$ cat src/krdq_pkg.sv
`timescale 1ns / 1ps
// ----------------------------------------------------------------------------
// krdq_pkg
// Shared types and constants for the keyed record deque: field widths,
// action and status codes, the record layout, controller states and the
// command and status groups between controller and datapath.
// ----------------------------------------------------------------------------
package krdq_pkg;

  // Field widths
  localparam int ACT_W   = 3;
  localparam int KEY_W   = 64;
  localparam int GENRE_W = 64;
  localparam int YEAR_W  = 16;
  localparam int STAT_W  = 3;
  localparam int POS_W   = 3;

  // Action codes
  localparam logic [ACT_W-1:0] ACT_INS_FRONT = 3'd0;
  localparam logic [ACT_W-1:0] ACT_INS_BACK  = 3'd1;
  localparam logic [ACT_W-1:0] ACT_REM_FRONT = 3'd2;
  localparam logic [ACT_W-1:0] ACT_REM_BACK  = 3'd3;
  localparam logic [ACT_W-1:0] ACT_FIND_LIN  = 3'd4;
  localparam logic [ACT_W-1:0] ACT_FIND_BIN  = 3'd5;
  localparam logic [ACT_W-1:0] ACT_SORT      = 3'd6;

  // Result status codes
  localparam logic [STAT_W-1:0] STAT_OK       = 3'd0;
  localparam logic [STAT_W-1:0] STAT_FULL     = 3'd1;
  localparam logic [STAT_W-1:0] STAT_EMPTY    = 3'd2;
  localparam logic [STAT_W-1:0] STAT_MISS     = 3'd3;
  localparam logic [STAT_W-1:0] STAT_UNSORTED = 3'd4;

  // One table entry
  typedef struct packed {
    logic [KEY_W-1:0]   key;
    logic [GENRE_W-1:0] genre;
    logic [YEAR_W-1:0]  year;
  } rec_t;

  // Controller states
  typedef enum logic [4:0] {
    S_IDLE,
    S_DECODE,
    S_SHR_RD,
    S_SHR_EV,
    S_INS_W,
    S_SHL_RD,
    S_SHL_EV,
    S_LIN_RD,
    S_LIN_EV,
    S_CHK_RD,
    S_CHK_EV,
    S_BS_RD,
    S_BS_EV,
    S_SRT_RDI,
    S_SRT_EVI,
    S_SRT_RDJ,
    S_SRT_EVJ,
    S_SRT_PUT,
    S_DONE
  } ctl_state_t;

  // Outer index update
  typedef enum logic [2:0] {
    IDX_HOLD,
    IDX_ZERO,
    IDX_ONE,
    IDX_COUNT,
    IDX_INC,
    IDX_DEC
  } idx_op_t;

  // Inner (sort) index update
  typedef enum logic [1:0] {
    J_HOLD,
    J_LOAD_I,
    J_DEC
  } j_op_t;

  // Read address source
  typedef enum logic [2:0] {
    RA_I,
    RA_I_DEC,
    RA_I_INC,
    RA_J_DEC,
    RA_MID
  } rd_sel_t;

  // Write address source
  typedef enum logic [1:0] {
    WA_I,
    WA_J,
    WA_ZERO,
    WA_COUNT
  } wa_sel_t;

  // Write data source
  typedef enum logic [1:0] {
    WD_READ,
    WD_ITEM,
    WD_TMP
  } wd_sel_t;

  // Position source for a hit
  typedef enum logic {
    HIT_I,
    HIT_MID
  } hit_sel_t;

  // Controller to datapath
  typedef struct packed {
    logic              capture;
    idx_op_t           idx_op;
    j_op_t             j_op;
    logic              rd_en;
    rd_sel_t           rd_sel;
    logic              wr_en;
    wa_sel_t           wa_sel;
    wd_sel_t           wd_sel;
    logic              tmp_load;
    logic              prev_load;
    logic              bs_init;
    logic              bs_lo_up;
    logic              bs_hi_dn;
    logic              mid_load;
    logic              cnt_inc;
    logic              cnt_dec;
    logic              res_we;
    logic [STAT_W-1:0] res_code;
    logic              hit_we;
    hit_sel_t          hit_sel;
    logic              out_load;
  } cmd_t;

  // Datapath to controller
  typedef struct packed {
    logic [ACT_W-1:0] op;
    logic             full;
    logic             empty;
    logic             cnt_le1;
    logic             i_zero;
    logic             i_one;
    logic             i_last;
    logic             j_zero;
    logic             key_eq;
    logic             key_lt;
    logic             gt_tmp;
    logic             prev_gt;
    logic             bs_open;
    logic             out_free;
  } sts_t;

endpackage

$ cat src/krdq_ctrl.sv
`timescale 1ns / 1ps
// ----------------------------------------------------------------------------
// krdq_ctrl
// Sequencer for the record table: decodes each item and steps the datapath
// through shifts, searches and the insertion sort, one table entry per
// read/evaluate pair of states.
// ----------------------------------------------------------------------------
module krdq_ctrl
  import krdq_pkg::*;
(
  input  logic clk,
  input  logic rst_n,
  input  logic in_valid,
  output logic in_ready,
  input  sts_t sts,
  output cmd_t cmd
);

  ctl_state_t state_r, state_nxt;

  // State register
  always_ff @(posedge clk) begin
    if (!rst_n) begin
      state_r <= S_IDLE;
    end else begin
      state_r <= state_nxt;
    end
  end

  // Next state
  always_comb begin
    state_nxt = state_r;
    unique case (state_r)
      S_IDLE: begin
        if (in_valid) state_nxt = S_DECODE;
      end
      S_DECODE: begin
        unique case (sts.op)
          ACT_INS_FRONT: begin
            if (sts.full)       state_nxt = S_DONE;
            else if (sts.empty) state_nxt = S_INS_W;
            else                state_nxt = S_SHR_RD;
          end
          ACT_INS_BACK:  state_nxt = sts.full ? S_DONE : S_INS_W;
          ACT_REM_FRONT: state_nxt = (sts.empty || sts.cnt_le1) ? S_DONE : S_SHL_RD;
          ACT_REM_BACK:  state_nxt = S_DONE;
          ACT_FIND_LIN:  state_nxt = sts.empty ? S_DONE : S_LIN_RD;
          ACT_FIND_BIN:  state_nxt = sts.empty ? S_BS_RD : S_CHK_RD;
          ACT_SORT:      state_nxt = sts.cnt_le1 ? S_DONE : S_SRT_RDI;
          default:       state_nxt = S_DONE;
        endcase
      end
      S_SHR_RD:  state_nxt = S_SHR_EV;
      S_SHR_EV:  state_nxt = sts.i_one ? S_INS_W : S_SHR_RD;
      S_INS_W:   state_nxt = S_DONE;
      S_SHL_RD:  state_nxt = S_SHL_EV;
      S_SHL_EV:  state_nxt = sts.i_last ? S_DONE : S_SHL_RD;
      S_LIN_RD:  state_nxt = S_LIN_EV;
      S_LIN_EV:  state_nxt = (sts.key_eq || sts.i_last) ? S_DONE : S_LIN_RD;
      S_CHK_RD:  state_nxt = S_CHK_EV;
      S_CHK_EV: begin
        priority if (!sts.i_zero && sts.prev_gt) state_nxt = S_DONE;
        else if (sts.i_last)                     state_nxt = S_BS_RD;
        else                                     state_nxt = S_CHK_RD;
      end
      S_BS_RD:   state_nxt = sts.bs_open ? S_BS_EV : S_DONE;
      S_BS_EV:   state_nxt = sts.key_eq ? S_DONE : S_BS_RD;
      S_SRT_RDI: state_nxt = S_SRT_EVI;
      S_SRT_EVI: state_nxt = S_SRT_RDJ;
      S_SRT_RDJ: state_nxt = sts.j_zero ? S_SRT_PUT : S_SRT_EVJ;
      S_SRT_EVJ: state_nxt = sts.gt_tmp ? S_SRT_RDJ : S_SRT_PUT;
      S_SRT_PUT: state_nxt = sts.i_last ? S_DONE : S_SRT_RDI;
      S_DONE:    state_nxt = sts.out_free ? S_IDLE : S_DONE;
      default:   state_nxt = S_IDLE;
    endcase
  end

  // Outputs
  always_comb begin
    in_ready     = (state_r == S_IDLE);
    cmd          = '0;
    cmd.idx_op   = IDX_HOLD;
    cmd.j_op     = J_HOLD;
    cmd.rd_sel   = RA_I;
    cmd.wa_sel   = WA_I;
    cmd.wd_sel   = WD_READ;
    cmd.hit_sel  = HIT_I;
    cmd.res_code = STAT_OK;
    unique case (state_r)
      S_IDLE: begin
        cmd.capture = in_valid;
      end
      S_DECODE: begin
        unique case (sts.op)
          ACT_INS_FRONT: begin
            cmd.idx_op   = IDX_COUNT;
            cmd.res_we   = sts.full;
            cmd.res_code = STAT_FULL;
          end
          ACT_INS_BACK: begin
            cmd.res_we   = sts.full;
            cmd.res_code = STAT_FULL;
          end
          ACT_REM_FRONT: begin
            cmd.res_we   = sts.empty;
            cmd.res_code = STAT_EMPTY;
            cmd.cnt_dec  = !sts.empty;
            cmd.idx_op   = IDX_ZERO;
          end
          ACT_REM_BACK: begin
            cmd.res_we   = sts.empty;
            cmd.res_code = STAT_EMPTY;
            cmd.cnt_dec  = !sts.empty;
          end
          ACT_FIND_LIN: begin
            cmd.res_we   = 1'b1;
            cmd.res_code = STAT_MISS;
            cmd.idx_op   = IDX_ZERO;
          end
          ACT_FIND_BIN: begin
            cmd.res_we   = 1'b1;
            cmd.res_code = STAT_MISS;
            cmd.idx_op   = IDX_ZERO;
            cmd.bs_init  = 1'b1;
          end
          ACT_SORT: begin
            cmd.idx_op = IDX_ONE;
          end
          default: begin
          end
        endcase
      end
      // front insert: move entry i-1 up to i, top down
      S_SHR_RD: begin
        cmd.rd_en  = 1'b1;
        cmd.rd_sel = RA_I_DEC;
      end
      S_SHR_EV: begin
        cmd.wr_en  = 1'b1;
        cmd.wa_sel = WA_I;
        cmd.wd_sel = WD_READ;
        cmd.idx_op = IDX_DEC;
      end
      S_INS_W: begin
        cmd.wr_en   = 1'b1;
        cmd.wa_sel  = (sts.op == ACT_INS_FRONT) ? WA_ZERO : WA_COUNT;
        cmd.wd_sel  = WD_ITEM;
        cmd.cnt_inc = 1'b1;
      end
      // front remove: move entry i+1 down to i
      S_SHL_RD: begin
        cmd.rd_en  = 1'b1;
        cmd.rd_sel = RA_I_INC;
      end
      S_SHL_EV: begin
        cmd.wr_en  = 1'b1;
        cmd.wa_sel = WA_I;
        cmd.wd_sel = WD_READ;
        cmd.idx_op = IDX_INC;
      end
      // linear search
      S_LIN_RD: begin
        cmd.rd_en  = 1'b1;
        cmd.rd_sel = RA_I;
      end
      S_LIN_EV: begin
        cmd.hit_we   = sts.key_eq;
        cmd.hit_sel  = HIT_I;
        cmd.res_we   = sts.key_eq;
        cmd.res_code = STAT_OK;
        cmd.idx_op   = (sts.key_eq || sts.i_last) ? IDX_HOLD : IDX_INC;
      end
      // order check ahead of the binary search
      S_CHK_RD: begin
        cmd.rd_en  = 1'b1;
        cmd.rd_sel = RA_I;
      end
      S_CHK_EV: begin
        if (!sts.i_zero && sts.prev_gt) begin
          cmd.res_we   = 1'b1;
          cmd.res_code = STAT_UNSORTED;
        end else begin
          cmd.prev_load = 1'b1;
          cmd.idx_op    = sts.i_last ? IDX_HOLD : IDX_INC;
        end
      end
      // binary search over [lo, hi)
      S_BS_RD: begin
        cmd.rd_en    = sts.bs_open;
        cmd.rd_sel   = RA_MID;
        cmd.mid_load = sts.bs_open;
      end
      S_BS_EV: begin
        cmd.hit_we   = sts.key_eq;
        cmd.hit_sel  = HIT_MID;
        cmd.res_we   = sts.key_eq;
        cmd.res_code = STAT_OK;
        cmd.bs_lo_up = !sts.key_eq && sts.key_lt;
        cmd.bs_hi_dn = !sts.key_eq && !sts.key_lt;
      end
      // insertion sort
      S_SRT_RDI: begin
        cmd.rd_en  = 1'b1;
        cmd.rd_sel = RA_I;
      end
      S_SRT_EVI: begin
        cmd.tmp_load = 1'b1;
        cmd.j_op     = J_LOAD_I;
      end
      S_SRT_RDJ: begin
        cmd.rd_en  = !sts.j_zero;
        cmd.rd_sel = RA_J_DEC;
      end
      S_SRT_EVJ: begin
        cmd.wr_en  = sts.gt_tmp;
        cmd.wa_sel = WA_J;
        cmd.wd_sel = WD_READ;
        cmd.j_op   = sts.gt_tmp ? J_DEC : J_HOLD;
      end
      S_SRT_PUT: begin
        cmd.wr_en  = 1'b1;
        cmd.wa_sel = WA_J;
        cmd.wd_sel = WD_TMP;
        cmd.idx_op = sts.i_last ? IDX_HOLD : IDX_INC;
      end
      S_DONE: begin
        cmd.out_load = sts.out_free;
      end
      default: begin
      end
    endcase
  end

endmodule

$ cat config.mk
export PLATFORM = sky130hd
export DESIGN_NAME = krdq_ctrl
export DESIGN_NICKNAME = d
export VERILOG_FILES = /design/src/krdq_pkg.sv /design/src/krdq_ctrl.sv
export SDC_FILE = /design/constraint.sdc
export NUM_CORES = 1
export LEC_CHECK = 0
export ABC_AREA = 1
export BUFFER_PORTS_ARGS = -buffer_cell sky130_fd_sc_hd__buf_2
export CORE_ASPECT_RATIO = 1.2
export CORE_MARGIN = 1
export CORE_UTILIZATION = 46
export CTS_CLUSTER_SIZE = 40
export DETAILED_ROUTE_END_ITERATION = 10
export MAX_ROUTING_LAYER = met4
export PLACE_DENSITY = 0.8
export SYNTH_ARGS = -nofsm -noshare
export SYNTH_HDL_FRONTEND = slang
export SYNTH_SLANG_ARGS = --single-unit
$ cat constraint.sdc
create_clock -name clk -period 1.85 [get_ports clk]
set_clock_uncertainty 0.05 [all_clocks]
set_input_delay 0.0925 -clock clk [delete_from_list [all_inputs] [get_ports clk]]
set_output_delay 0.0925 -clock clk [all_outputs]
set_load 0.01 [all_outputs]
==> impl_metrics.json <==
{
  "worst_slew_pin_slew_ns": 0.289,
  "synth_nets": 226,
  "worstPathArrival_ns": 1.61,
  "overflow": 0,
  "crit_path_start_kind": "register",
  "final-setup-viol-count": 0,
  "hold_ws_ns": 0.0134,
  "syn_avg_cell_area_um2": 4.83,
  "dr.first_iter.drc_count": 36,
  "p_sw_share_pct": 56.6,
  "place_area_mm2": 0.00125,
  "top_register": "state_r",
  "ys_warn_count": 0,
  "yosysUniqueCellTypes": 23,
  "vdd_ir_drop_max_mv": 0.864,
  "power.share.combinational_pct": 73.0,
  "cts_tree": "yes",
  "drv_slew": 0,
  "whs_path_depth": 3,
  "multi_input_area_um2": 731,
  "power_leakage_nw": 0.911,
  "clk_latency_ns": 0.26,
  "initial_core_util_pct": 48.8,
  "seqCellArea_um2": 105,
  "io_pins": 50,
  "synthesis.area_um2": 1000,
  "pwr-share-clk_pct": 9.5,
  "track_usage_pct": 29.6,
  "r2r_end": "state_r[4]$_SDFFE_PN0P_",
  "max_freq_ghz": 0.571,
  "synth-edff-count": 0,
  "yosys-top-cells-area": "nand2_1 (22%), nor2_1 (16%), inv_1 (12%), nand3_1 (12%), dfxtp_1 (10%)",
  "yosysTopAreaCell": "nand2_1",
  "cts.sinks": 5,
  "reg_top3": "state_r: 5 flops",
  "finalCritPeriodShare_pct": 94.7,
  "tns_ns": 0,
  "clk_pin_slew_ns": 0.04,
  "synth_top_area_share_pct": 21.8,
  "power.switching_mw": 0.817,
  "grt_max_degree": 10,
  "wl_per_cell_um": 11.2,
  "antenna_cells": 0,
  "reg2reg_depth": 9,
  "vias": 1491,
  "dr.pass1.iters": 4,
  "p_seq_share_pct": 17.5,
  "maxCapViolCount": 0,
  "die_w_um": 44.6,
  "hpwl_um": 2630,
  "port_buffers": 49,
  "async_flop_share_pct": 0,
  "clockBufferDepth": 2,
  "yosysSeqAreaShare_pct": 10.0,
  "outcome": "completed",
  "netlist_instances": 207,
  "routed_wl_um": 3220,
  "place.gp.congestion": 0.999,
  "rsz0062_at_grt": "false",
  "antenna_found_initial": 0,
  "die_h_um": 53.1,
  "htreeDepth": 1,
  "largest_register_ffs": 5,
  "worstPathMaxFanout": 9,
  "cellInternalPower_mw": 0.626,
  "timing.rr.start": "state_r[4]$_SDFFE_PN0P_",
  "finalHoldViolations": 0,
  "die-area_mm2": 0.00236,
  "power_density_mw_per_mm2": 1100,
  "core-area_mm2": 0.00205,
  "numCtsBuffers": 3,
  "nets": 277,
  "hold_buffers": 0,
  "drtAntennaViolNets": 0,
  "routed_via_density": 5.20,
  "synth_ff_type": "dfxtp_1",
  "critical_path_class": "register to primary output",
  "hold_start": "rst_n",
  "syn2layout_area_growth_pct": 30.9,
  "cp-end-kind": "primary output",
  "fin_crit_ns": 1.75,
  "std_cell_rows": 18,
  "r2r_slack_ns": 0.33,
  "fill_cells": 228,
  "crit_required_ns": 1.71,
  "grt_first_pass_wirelength_um": 5180,
  "hp-class": "input port to register",
  "cts_root_buf": "clkbuf_4",
  "synth_seq_cells": 5,
  "drive_gt1_share_pct": 28.8,
  "drc_errors": 0,
  "final_cell_area_mm2": 0.00131,
  "min_to": "state_r[3]$_SDFFE_PN0P_",
  "slew_headroom_pct": 80.7,
  "final_util_pct": 63.9,
  "grt_pass1_vias": 1274
}
-- critical path: stages (launching register included) --
cell and delay [ns]:
dfxtp_2 0.45, inv_4 0.10, nand3_1 0.20, nor2_1 0.06
nand2_1 0.08, nand2_1 0.08, a31oi_1 0.17, nand2_1 0.07
buf_2 0.14
-- cell usage after synthesis (2+ instances only) --
master    count
inv_1        31
nand4_1       8
buf_2         3
nor2_4        3
a21oi_1       2
inv_2         5
nand3_1      23
buf_4         3
o211ai_1      2
nand2_1      58
nor2_1       42
nor2_2        2
o21ai_0      11
dfxtp_1       5
-- what timing repair did --
action | in CTS | in global routing
pin swaps | 0 | 1
buffers inserted | 0 | 2
setup endpoints to repair | 1 | 4
gates resized for setup | 2 | 6
-- worst max path at each step --
stage                                  startpoint                      end  slack, ns  depth (start not counted)
after floorplan           state_r[4]$_SDFFE_PN0P_                   cmd[6]       0.45                          6
final                     state_r[4]$_SDFFE_PN0P_                  cmd[28]        0.1                          8
after global placement    state_r[3]$_SDFFE_PN0P_                   cmd[6]       0.20                          6
after global routing      state_r[1]$_SDFFE_PN0P_                   cmd[6]       0.02                          7
after CTS                 state_r[3]$_SDFFE_PN0P_                   cmd[6]       0.02                          6
after detailed placement  state_r[4]$_SDFFE_PN0P_  state_r[3]$_SDFFE_PN0P_       0.23                          9
-- layer usage --
metal / part of all wire, % / vias to the layer above / routed length, um / track usage (%)
met1: 41 / 641 / 1330 / 34.2
met2: 50 / 82 / 1590 / 51.5
met3: 6.6 / 12 / 211 / 4.10
met5: 0 / - / 0 / -
met4: 2.4 / 0 / 77 / 11.1
li1: - / 756 / - / -
-- metrics by stage --
step / total power, mW / cells / setup slack [ns]
after CTS: 1.37 / 285 / 0.0200
after global routing: 1.57 / 287 / 0.0222
after detailed placement: 1.23 / 281 / 0.227
final: 1.44 / 287 / 0.0988
after global placement: 1.23 / 281 / 0.200
after floorplan: 0.918 / 207 / 0.447
-- power groups by stage --
stage	logic, mW	registers [mW]	clock network, mW
2_1_floorplan	0.722	0.196	0
3_3_place_gp	0.994	0.236	0
3_5_place_dp	0.990	0.238	0
4_1_cts	0.998	0.240	0.132
5_1_grt	1.17	0.260	0.139
6_report	1.05	0.253	0.137
-- layout by cell type, fill, tap and decap left out, types with 2 or more instances in the layout --
cell type  count
nand4_1        8
o21ai_0       11
buf_2         49
clkbuf_4       3
a21oi_1        2
nand2_2        2
nor2_4         4
o211ai_1       2
nor2_2         2
nand2_1       57
dfxtp_2        4
nor2_1        41
nand3_1       23
inv_1         30
buf_4          3
inv_2          6
-- cell type report --
class                      instances  area share [%]
multi-input combinational        159            55.8
timing repair buffer              52            20.5
inverter                          37            10.8
sequential                         5            8.03
tap                               30            2.87
clock buffer                       4            2.01
-- cells by family (layout without fill, tap and decap cells) --
group / after synthesis / after routing / synth area share (%)
AOI/OAI and AO/OA: 19 / 19 / 10.9
buffers and inverters: 43 / 93 / 17.9
DFF: 5 / 5 / 10.0
and+or+nand+nor: 140 / 140 / 61.2
(Power assumes the default switching activity.)
