==> src/krdq_pkg.sv <==
`timescale 1ns / 1ps
// ----------------------------------------------------------------------------
// krdq_pkg
// Shared types and constants for the keyed record deque: field widths,
// action and status codes, the record layout, controller states and the
// command and status groups between controller and datapath.
// ----------------------------------------------------------------------------
package krdq_pkg;

  // Field widths
  localparam int ACT_W   = 3;
  localparam int KEY_W   = 64;
  localparam int GENRE_W = 64;
  localparam int YEAR_W  = 16;
  localparam int STAT_W  = 3;
  localparam int POS_W   = 3;

  // Action codes
  localparam logic [ACT_W-1:0] ACT_INS_FRONT = 3'd0;
  localparam logic [ACT_W-1:0] ACT_INS_BACK  = 3'd1;
  localparam logic [ACT_W-1:0] ACT_REM_FRONT = 3'd2;
  localparam logic [ACT_W-1:0] ACT_REM_BACK  = 3'd3;
  localparam logic [ACT_W-1:0] ACT_FIND_LIN  = 3'd4;
  localparam logic [ACT_W-1:0] ACT_FIND_BIN  = 3'd5;
  localparam logic [ACT_W-1:0] ACT_SORT      = 3'd6;

  // Result status codes
  localparam logic [STAT_W-1:0] STAT_OK       = 3'd0;
  localparam logic [STAT_W-1:0] STAT_FULL     = 3'd1;
  localparam logic [STAT_W-1:0] STAT_EMPTY    = 3'd2;
  localparam logic [STAT_W-1:0] STAT_MISS     = 3'd3;
  localparam logic [STAT_W-1:0] STAT_UNSORTED = 3'd4;

  // One table entry
  typedef struct packed {
    logic [KEY_W-1:0]   key;
    logic [GENRE_W-1:0] genre;
    logic [YEAR_W-1:0]  year;
  } rec_t;

  // Controller states
  typedef enum logic [4:0] {
    S_IDLE,
    S_DECODE,
    S_SHR_RD,
    S_SHR_EV,
    S_INS_W,
    S_SHL_RD,
    S_SHL_EV,
    S_LIN_RD,
    S_LIN_EV,
    S_CHK_RD,
    S_CHK_EV,
    S_BS_RD,
    S_BS_EV,
    S_SRT_RDI,
    S_SRT_EVI,
    S_SRT_RDJ,
    S_SRT_EVJ,
    S_SRT_PUT,
    S_DONE
  } ctl_state_t;

  // Outer index update
  typedef enum logic [2:0] {
    IDX_HOLD,
    IDX_ZERO,
    IDX_ONE,
    IDX_COUNT,
    IDX_INC,
    IDX_DEC
  } idx_op_t;

  // Inner (sort) index update
  typedef enum logic [1:0] {
    J_HOLD,
    J_LOAD_I,
    J_DEC
  } j_op_t;

  // Read address source
  typedef enum logic [2:0] {
    RA_I,
    RA_I_DEC,
    RA_I_INC,
    RA_J_DEC,
    RA_MID
  } rd_sel_t;

  // Write address source
  typedef enum logic [1:0] {
    WA_I,
    WA_J,
    WA_ZERO,
    WA_COUNT
  } wa_sel_t;

  // Write data source
  typedef enum logic [1:0] {
    WD_READ,
    WD_ITEM,
    WD_TMP
  } wd_sel_t;

  // Position source for a hit
  typedef enum logic {
    HIT_I,
    HIT_MID
  } hit_sel_t;

  // Controller to datapath
  typedef struct packed {
    logic              capture;
    idx_op_t           idx_op;
    j_op_t             j_op;
    logic              rd_en;
    rd_sel_t           rd_sel;
    logic              wr_en;
    wa_sel_t           wa_sel;
    wd_sel_t           wd_sel;
    logic              tmp_load;
    logic              prev_load;
    logic              bs_init;
    logic              bs_lo_up;
    logic              bs_hi_dn;
    logic              mid_load;
    logic              cnt_inc;
    logic              cnt_dec;
    logic              res_we;
    logic [STAT_W-1:0] res_code;
    logic              hit_we;
    hit_sel_t          hit_sel;
    logic              out_load;
  } cmd_t;

  // Datapath to controller
  typedef struct packed {
    logic [ACT_W-1:0] op;
    logic             full;
    logic             empty;
    logic             cnt_le1;
    logic             i_zero;
    logic             i_one;
    logic             i_last;
    logic             j_zero;
    logic             key_eq;
    logic             key_lt;
    logic             gt_tmp;
    logic             prev_gt;
    logic             bs_open;
    logic             out_free;
  } sts_t;

endpackage

==> src/krdq_dp.sv <==
`timescale 1ns / 1ps
// ----------------------------------------------------------------------------
// krdq_dp
// Datapath: record memory with registered read, entry count, walk indexes,
// binary search bounds, comparators, result staging and output register.
// ----------------------------------------------------------------------------
module krdq_dp
  import krdq_pkg::*;
#(
  parameter int DEPTH = 8
) (
  input  logic               clk,
  input  logic               rst_n,
  input  cmd_t               cmd,
  output sts_t               sts,
  input  logic [ACT_W-1:0]   in_action,
  input  logic [KEY_W-1:0]   in_key,
  input  logic [GENRE_W-1:0] in_genre,
  input  logic [YEAR_W-1:0]  in_year,
  output logic               out_valid,
  input  logic               out_ready,
  output logic [STAT_W-1:0]  out_status,
  output logic [POS_W-1:0]   out_position,
  output logic [KEY_W-1:0]   out_found_key,
  output logic [GENRE_W-1:0] out_found_genre,
  output logic [YEAR_W-1:0]  out_found_year
);

  localparam int AW = $clog2(DEPTH);
  localparam int CW = $clog2(DEPTH + 1);

  // Storage and item registers
  rec_t              rec_mem_r [DEPTH];
  rec_t              rd_data_r;
  rec_t              item_r;
  rec_t              tmp_r;
  logic [ACT_W-1:0]  op_r;
  logic [KEY_W-1:0]  prev_key_r;

  // Counters and indexes
  logic [CW-1:0]     cnt_r, cnt_nxt;
  logic [CW-1:0]     i_r, i_nxt;
  logic [CW-1:0]     j_r, j_nxt;
  logic [CW-1:0]     lo_r, lo_nxt;
  logic [CW-1:0]     hi_r, hi_nxt;
  logic [CW-1:0]     mid_r;

  // Result staging and output stage
  logic [STAT_W-1:0] res_status_r;
  logic [CW-1:0]     res_pos_r;
  rec_t              res_rec_r;
  logic              out_valid_r;
  logic [STAT_W-1:0] out_status_r;
  logic [POS_W-1:0]  out_pos_r;
  rec_t              out_rec_r;

  logic [CW-1:0]     i_inc;
  logic [CW:0]       mid_sum;
  logic [CW-1:0]     mid_w;
  logic [CW-1:0]     ra;
  logic [CW-1:0]     wa;
  rec_t              wd;
  logic [CW+POS_W-1:0] pos_ext;

  assign i_inc   = i_r + CW'(1);
  // floor((lo + hi - 1) / 2), hi >= 1 whenever used
  assign mid_sum = {1'b0, lo_r} + {1'b0, hi_r} - (CW+1)'(1);
  assign mid_w   = mid_sum[CW:1];
  assign pos_ext = {POS_W'(0), res_pos_r};

  // Address and write data selection
  always_comb begin
    unique case (cmd.rd_sel)
      RA_I:     ra = i_r;
      RA_I_DEC: ra = i_r - CW'(1);
      RA_I_INC: ra = i_inc;
      RA_J_DEC: ra = j_r - CW'(1);
      RA_MID:   ra = mid_w;
      default:  ra = i_r;
    endcase
    unique case (cmd.wa_sel)
      WA_I:     wa = i_r;
      WA_J:     wa = j_r;
      WA_ZERO:  wa = '0;
      WA_COUNT: wa = cnt_r;
      default:  wa = i_r;
    endcase
    unique case (cmd.wd_sel)
      WD_READ: wd = rd_data_r;
      WD_ITEM: wd = item_r;
      WD_TMP:  wd = tmp_r;
      default: wd = rd_data_r;
    endcase
  end

  // Record memory, one write and one registered read per cycle
  always_ff @(posedge clk) begin
    if (cmd.wr_en) rec_mem_r[wa[AW-1:0]] <= wd;
    if (cmd.rd_en) rd_data_r <= rec_mem_r[ra[AW-1:0]];
  end

  // Counter and index updates
  always_comb begin
    cnt_nxt = cnt_r;
    if (cmd.cnt_inc)      cnt_nxt = cnt_r + CW'(1);
    else if (cmd.cnt_dec) cnt_nxt = cnt_r - CW'(1);

    unique case (cmd.idx_op)
      IDX_HOLD:  i_nxt = i_r;
      IDX_ZERO:  i_nxt = '0;
      IDX_ONE:   i_nxt = CW'(1);
      IDX_COUNT: i_nxt = cnt_r;
      IDX_INC:   i_nxt = i_inc;
      IDX_DEC:   i_nxt = i_r - CW'(1);
      default:   i_nxt = i_r;
    endcase

    unique case (cmd.j_op)
      J_HOLD:   j_nxt = j_r;
      J_LOAD_I: j_nxt = i_r;
      J_DEC:    j_nxt = j_r - CW'(1);
      default:  j_nxt = j_r;
    endcase

    lo_nxt = lo_r;
    hi_nxt = hi_r;
    if (cmd.bs_init) begin
      lo_nxt = '0;
      hi_nxt = cnt_r;
    end else if (cmd.bs_lo_up) begin
      lo_nxt = mid_r + CW'(1);
    end else if (cmd.bs_hi_dn) begin
      hi_nxt = mid_r;
    end
  end

  // Entry count
  always_ff @(posedge clk) begin
    if (!rst_n) begin
      cnt_r <= '0;
    end else begin
      cnt_r <= cnt_nxt;
    end
  end

  // Walk registers and item capture
  always_ff @(posedge clk) begin
    i_r  <= i_nxt;
    j_r  <= j_nxt;
    lo_r <= lo_nxt;
    hi_r <= hi_nxt;
    if (cmd.mid_load)  mid_r <= mid_w;
    if (cmd.tmp_load)  tmp_r <= rd_data_r;
    if (cmd.prev_load) prev_key_r <= rd_data_r.key;
    if (cmd.capture) begin
      op_r         <= in_action;
      item_r.key   <= in_key;
      item_r.genre <= in_genre;
      item_r.year  <= in_year;
    end
  end

  // Result staging: cleared per item, then status and hit record
  always_ff @(posedge clk) begin
    if (cmd.capture) begin
      res_status_r <= STAT_OK;
      res_pos_r    <= '0;
      res_rec_r    <= '0;
    end else begin
      if (cmd.res_we) res_status_r <= cmd.res_code;
      if (cmd.hit_we) begin
        res_pos_r <= (cmd.hit_sel == HIT_MID) ? mid_r : i_r;
        res_rec_r <= rd_data_r;
      end
    end
  end

  // Output register
  always_ff @(posedge clk) begin
    if (!rst_n) begin
      out_valid_r <= 1'b0;
    end else if (cmd.out_load) begin
      out_valid_r <= 1'b1;
    end else if (out_ready) begin
      out_valid_r <= 1'b0;
    end
  end

  always_ff @(posedge clk) begin
    if (cmd.out_load) begin
      out_status_r <= res_status_r;
      out_pos_r    <= pos_ext[POS_W-1:0];
      out_rec_r    <= res_rec_r;
    end
  end

  assign out_valid       = out_valid_r;
  assign out_status      = out_status_r;
  assign out_position    = out_pos_r;
  assign out_found_key   = out_rec_r.key;
  assign out_found_genre = out_rec_r.genre;
  assign out_found_year  = out_rec_r.year;

  // Status to the controller
  always_comb begin
    sts          = '0;
    sts.op       = op_r;
    sts.full     = (cnt_r == CW'(DEPTH));
    sts.empty    = (cnt_r == '0);
    sts.cnt_le1  = (cnt_r <= CW'(1));
    sts.i_zero   = (i_r == '0);
    sts.i_one    = (i_r == CW'(1));
    sts.i_last   = (i_inc == cnt_r);
    sts.j_zero   = (j_r == '0);
    sts.key_eq   = (rd_data_r.key == item_r.key);
    sts.key_lt   = (rd_data_r.key < item_r.key);
    sts.gt_tmp   = (rd_data_r.key > tmp_r.key);
    sts.prev_gt  = (prev_key_r > rd_data_r.key);
    sts.bs_open  = (lo_r < hi_r);
    sts.out_free = !out_valid_r || out_ready;
  end

endmodule

==> config.mk <==
export PLATFORM = sky130hd
export DESIGN_NAME = krdq_dp
export DESIGN_NICKNAME = d
export VERILOG_FILES = /design/src/krdq_pkg.sv /design/src/krdq_dp.sv
export SDC_FILE = /design/constraint.sdc
export NUM_CORES = 2
export LEC_CHECK = 0
export ABC_CLOCK_PERIOD_IN_PS = 15100
export BUFFER_PORTS_ARGS = -buffer_cell sky130_fd_sc_hd__buf_2
export CAP_MARGIN = 20
export CORE_MARGIN = 2
export CORE_UTILIZATION = 50
export DETAILED_ROUTE_END_ITERATION = 7
export MAX_ROUTING_LAYER = met4
export PLACE_DENSITY_LB_ADDON = 0.1
export SLEW_MARGIN = 5
export SYNTH_ARGS = -nofsm -noshare
export SYNTH_HDL_FRONTEND = slang
export SYNTH_SLANG_ARGS = --single-unit
==> constraint.sdc <==
create_clock -name clk -period 15.1 [get_ports clk]
set_input_delay 0.755 -clock clk [delete_from_list [all_inputs] [get_ports clk]]
set_output_delay 0.755 -clock clk [all_outputs]
set_load 0.005 [all_outputs]
==> impl_metrics.csv <==
group,metric,value,unit
status,status,"finished, final reports clean",
clock_network,cts_tree,"done",
sta,max_freq,0.182,GHz
drt,drtIter0Drc,3431,
floorplan,core_area,156000,um2
drt,wire_per_inst,25.2,um
clock_network,post_cts_resized,0,
critical_path,critPathRequiredTime,15610,ps
drt,routed_via_density,5.71,
worst_hold_path,hold_path.class,"input pin to flip-flop",
critical_path,slowest_delay,800,ps
pwr,vdd_drop_max,176,uV
sta,fin_crit,5480,ps
clock_network,holdBufCountCts,0,
yosys,synthCells,4624,
global_routing,antenna_found_initial,5,
placement,place.gp.congestion,0.815,
global_routing,first_global_vias,41900,
floorplan,io_pins,347,
global_routing,grt_usage,23.4,%
sta,worstMarginPinSlew,1110,ps
critical_path,worstSetupEndpointType,"flip-flop",
yosys,synth.distinct_cells,67,
floorplan,fp.dieH,399,um
clock_network,root_buffer,"clkbuf_16",
yosys,ys_seq_elements,1976,
yosys,syn_area,78100,um2
pwr,p_int,10.4,mW
drt,first_pass_iters,6,
yosys,synth_enable_flop_cells,1817,
critical_path,crit_type,"flip-flop to flip-flop",
worst_hold_path,worstHoldEndpoint,"item_r[45]$_DFFE_PP_",
placement,port_buffers,346,
global_routing,grt-ovfl-total,0,
pwr,combPwrFrac,15.1,%
critical_path,crit_fanout,141,
critical_path,r2r_cells,14,
yosys,ys.warnings.count,0,
pwr,switchingPower,3.71,mW
critical_path,rr_endpoint,"rd_data_r[118]$_DFFE_PP_",
critical_path,cp-start-kind,"flip-flop",
floorplan,initial_core_util,50.1,%
yosys,yosysMostFrequentCell,"edfxtp_1",
flow_run,cap_violations,0,
yosys,ys_seq_area_share,74.0,%
placement,place_area,82000,um2
yosys,synth-async-reset-ratio,0,%
clock_network,clkLatencyLatePin,810,ps
global_routing,grt_max_degree,144,
layout,area_growth,13.4,%
pwr,p_per_area,160,nW/um2
yosys,synth_top_area_cell,"edfxtp_1",
clock_network,cts_setup_buffers,0,
layout,multi_input_area,18500,um2
yosys,synth_top_area_share,69.9,%
yosys,syn_area_per_cell,16.9,um2
drt,drcViolationCount,0,
critical_path,cp.arrival,5990,ps
critical_path,worstPathCellList,"inv_1 > ha_1 > inv_1 > ha_1 > or3b_2 > a21oi_1 > a211oi_4 > buf_4 > buf_12 > buf_4 > buf_4 > mux2_2 > o22ai_1 > a221oi_2",
sta,hold_viol,0,
floorplan,row_count,145,
worst_hold_path,min_from,"in_genre[29]",
sta,fin_skew,26.3,ps
drt,vias,41300,
placement,placed_cells,6857,
drt,drt_wl_total,182,mm
floorplan,die_area,159000,um2
yosys,synthTopCellsByArea,"edfxtp_1 (70%), mux2i_1 (5.7%), mux2_2 (4.2%), dfxtp_1 (4.1%), ha_1 (3.4%)",
floorplan,die_w,399,um
critical_path,ff2ff_setup_slack,9620,ps
yosys,synth_nets,5017,
sta,rsz0062_at_grt,"no",
placement,dp_hpwl,101,mm
clock_network,cts_max_level,4,
layout,drive_above_1_share,20.9,%
layout,nFillCells,12000,
drt,ant_nets,0,
yosys,ys_top_cells_by_count,"edfxtp_1 (1817), mux2i_1 (441), mux2_2 (294)",
pwr,power_frac_clock,34.8,%
pwr,power_leakage,32.4,nW
layout,fin_nets,5395,
global_routing,grt_pass1_wl,270,mm
clock_network,clock_path_buffers,3,
pwr,power_switching_share,26.3,%
clock_network,cts.sinks,1976,
sta,fin_crit_sh,36.3,%
sta,fin_tns_setup,0,ps
critical_path,critPathSlowestCell,"buf_4",
sta,setup_viol,0,
layout,final_cells,7235,
layout,seq_area,57700,um2
sta,relSlewSlack,26.0,%
critical_path,rr_startpoint,"lo_r[1]$_SDFFE_PP0P_",
layout,post-route-cell-area,88500,um2
clock_network,clkSlewWorstSetupHoldPaths,60,ps
clock_network,cts_buffers,200,
yosys,synth_flop_cell,"edfxtp_1",
sta,drv_slew,0,
pwr,p_seq_share,50.1,%
worst_hold_path,hold_depth,1,
critical_path,cpMostUsedCell,"buf_4",
-- routing by layer --
| metal | share of wire, % | GRT usage (%) | wire length, um | vias up |
|---|---|---|---|---|
| met5 | 0 | - | 0 | - |
| met4 | 2.2 | 5.83 | 3940 | 0 |
| met3 | 4.9 | 3.12 | 8910 | 268 |
| met2 | 48 | 37.2 | 87800 | 1071 |
| met1 | 45 | 32.2 | 81800 | 21000 |
| li1 | - | - | - | 18900 |
-- cells by family (layout without fill, tap and decap cells) --
family          Yosys count  in the layout  synth area share (%)
fa+ha+maj               213            213                  3.42
flops                  1976           1976                  74.0
mux                     735            735                  9.90
other cells               0              1                     0
buf+inv                 458           1010                  2.55
compound gates          775            775                  7.35
xor+xnor                 18             18                 0.202
simple gates            449            449                  2.61
-- flip-flops by register name (all words and copies together), names as in the netlist, 16 cells and up --
signal	cells
item_r	144
out_found_genre	64
out_found_key	64
out_found_year	16
prev_key_r	64
rd_data_r	144
rec_mem_r	1152
res_rec_r	144
tmp_r	144
-- worst max path at each step --
stage / end / from / slack, ps
detailed placement: rd_data_r[118]$_DFFE_PP_ / cmd[20] / 9340
global placement: rd_data_r[142]$_DFFE_PP_ / cmd[20] / 9420
global route: rd_data_r[116]$_DFFE_PP_ / lo_r[1]$_SDFFE_PP0P_ / 9280
CTS: rd_data_r[118]$_DFFE_PP_ / lo_r[1]$_SDFFE_PP0P_ / 9550
floorplan: rec_mem_r[0][0]$_DFFE_PP_ / cmd[17] / 7090
finish: rd_data_r[118]$_DFFE_PP_ / lo_r[1]$_SDFFE_PP0P_ / 9620
-- final cells by class --
cell class / instances / area share [%]
antenna: 1 / 0.00283
clock buffer: 294 / 6.39
clock inverter: 82 / 1.03
inverter: 224 / 0.950
multi-input combinational: 2190 / 20.8
sequential: 1976 / 65.2
tap: 2058 / 2.91
timing repair buffer: 410 / 2.65
-- through the flow --
| stage | setup slack [ps] | hold slack, ps | total power, mW | util [%] |
|---|---|---|---|---|
| final | 9620 | 112 | 14.1 | 56.9 |
| after floorplan | 7090 | 408 | 8.54 | - |
| after CTS | 9550 | 46.5 | 14.3 | 56.9 |
| after global placement | 9420 | 413 | 9.30 | 52.6 |
| after global routing | 9280 | 67.6 | 14.7 | 56.9 |
| after detailed placement | 9340 | 416 | 9.35 | 52.7 |
-- critical path: cells and delay by family (launching register included) --
kind                       cells  cell delay (ps)
adders and majority gates      2              580
AOI/OAI and AO/OA              4              510
and+or+nand+nor                1              130
DFF                            1              350
buffers and inverters          6             2990
muxes                          1              410
-- cells in the final DEF (no fill, tap or decap), types with 7 or more instances in the layout --
| cell type | synthesis | routed |
|---|---|---|
| clkbuf_16 | 0 | 203 |
| a221oi_2 | 67 | 67 |
| mux2_2 | 294 | 294 |
| clkinv_1 | 0 | 21 |
| clkinv_2 | 0 | 28 |
| a22oi_1 | 83 | 83 |
| xnor2_1 | 13 | 13 |
| nor2_4 | 0 | 8 |
| clkbuf_1 | 126 | 67 |
| o22ai_1 | 145 | 145 |
| and4_1 | 8 | 8 |
| nand4_1 | 34 | 34 |
| a211oi_1 | 10 | 9 |
| clkbuf_8 | 0 | 25 |
| bufinv_16 | 0 | 15 |
| buf_12 | 0 | 8 |
| nor2b_1 | 13 | 13 |
| mux2i_1 | 441 | 441 |
| nor4_1 | 8 | 7 |
| nand2_1 | 139 | 139 |
| dfxtp_1 | 159 | 159 |
| a21o_1 | 12 | 12 |
| buf_4 | 31 | 54 |
| nor3_1 | 11 | 11 |
| buf_2 | 40 | 342 |
| inv_1 | 224 | 224 |
| nand3_1 | 23 | 23 |
| a221oi_1 | 152 | 152 |
| o21ai_0 | 116 | 116 |
| ha_1 | 212 | 210 |
| nor2_1 | 178 | 170 |
| edfxtp_1 | 1817 | 1817 |
| a21oi_1 | 149 | 149 |
-- power groups by stage --
stage | clock (mW) | sequential (mW) | combinational [mW]
final | 4.91 | 7.09 | 2.14
after detailed placement | 0 | 7.20 | 2.16
after global placement | 0 | 7.19 | 2.11
after CTS | 5.02 | 7.09 | 2.16
after floorplan | 0 | 7.05 | 1.49
after global routing | 5.23 | 7.14 | 2.37
No activity file was read; power rests on OpenSTA's default activity.
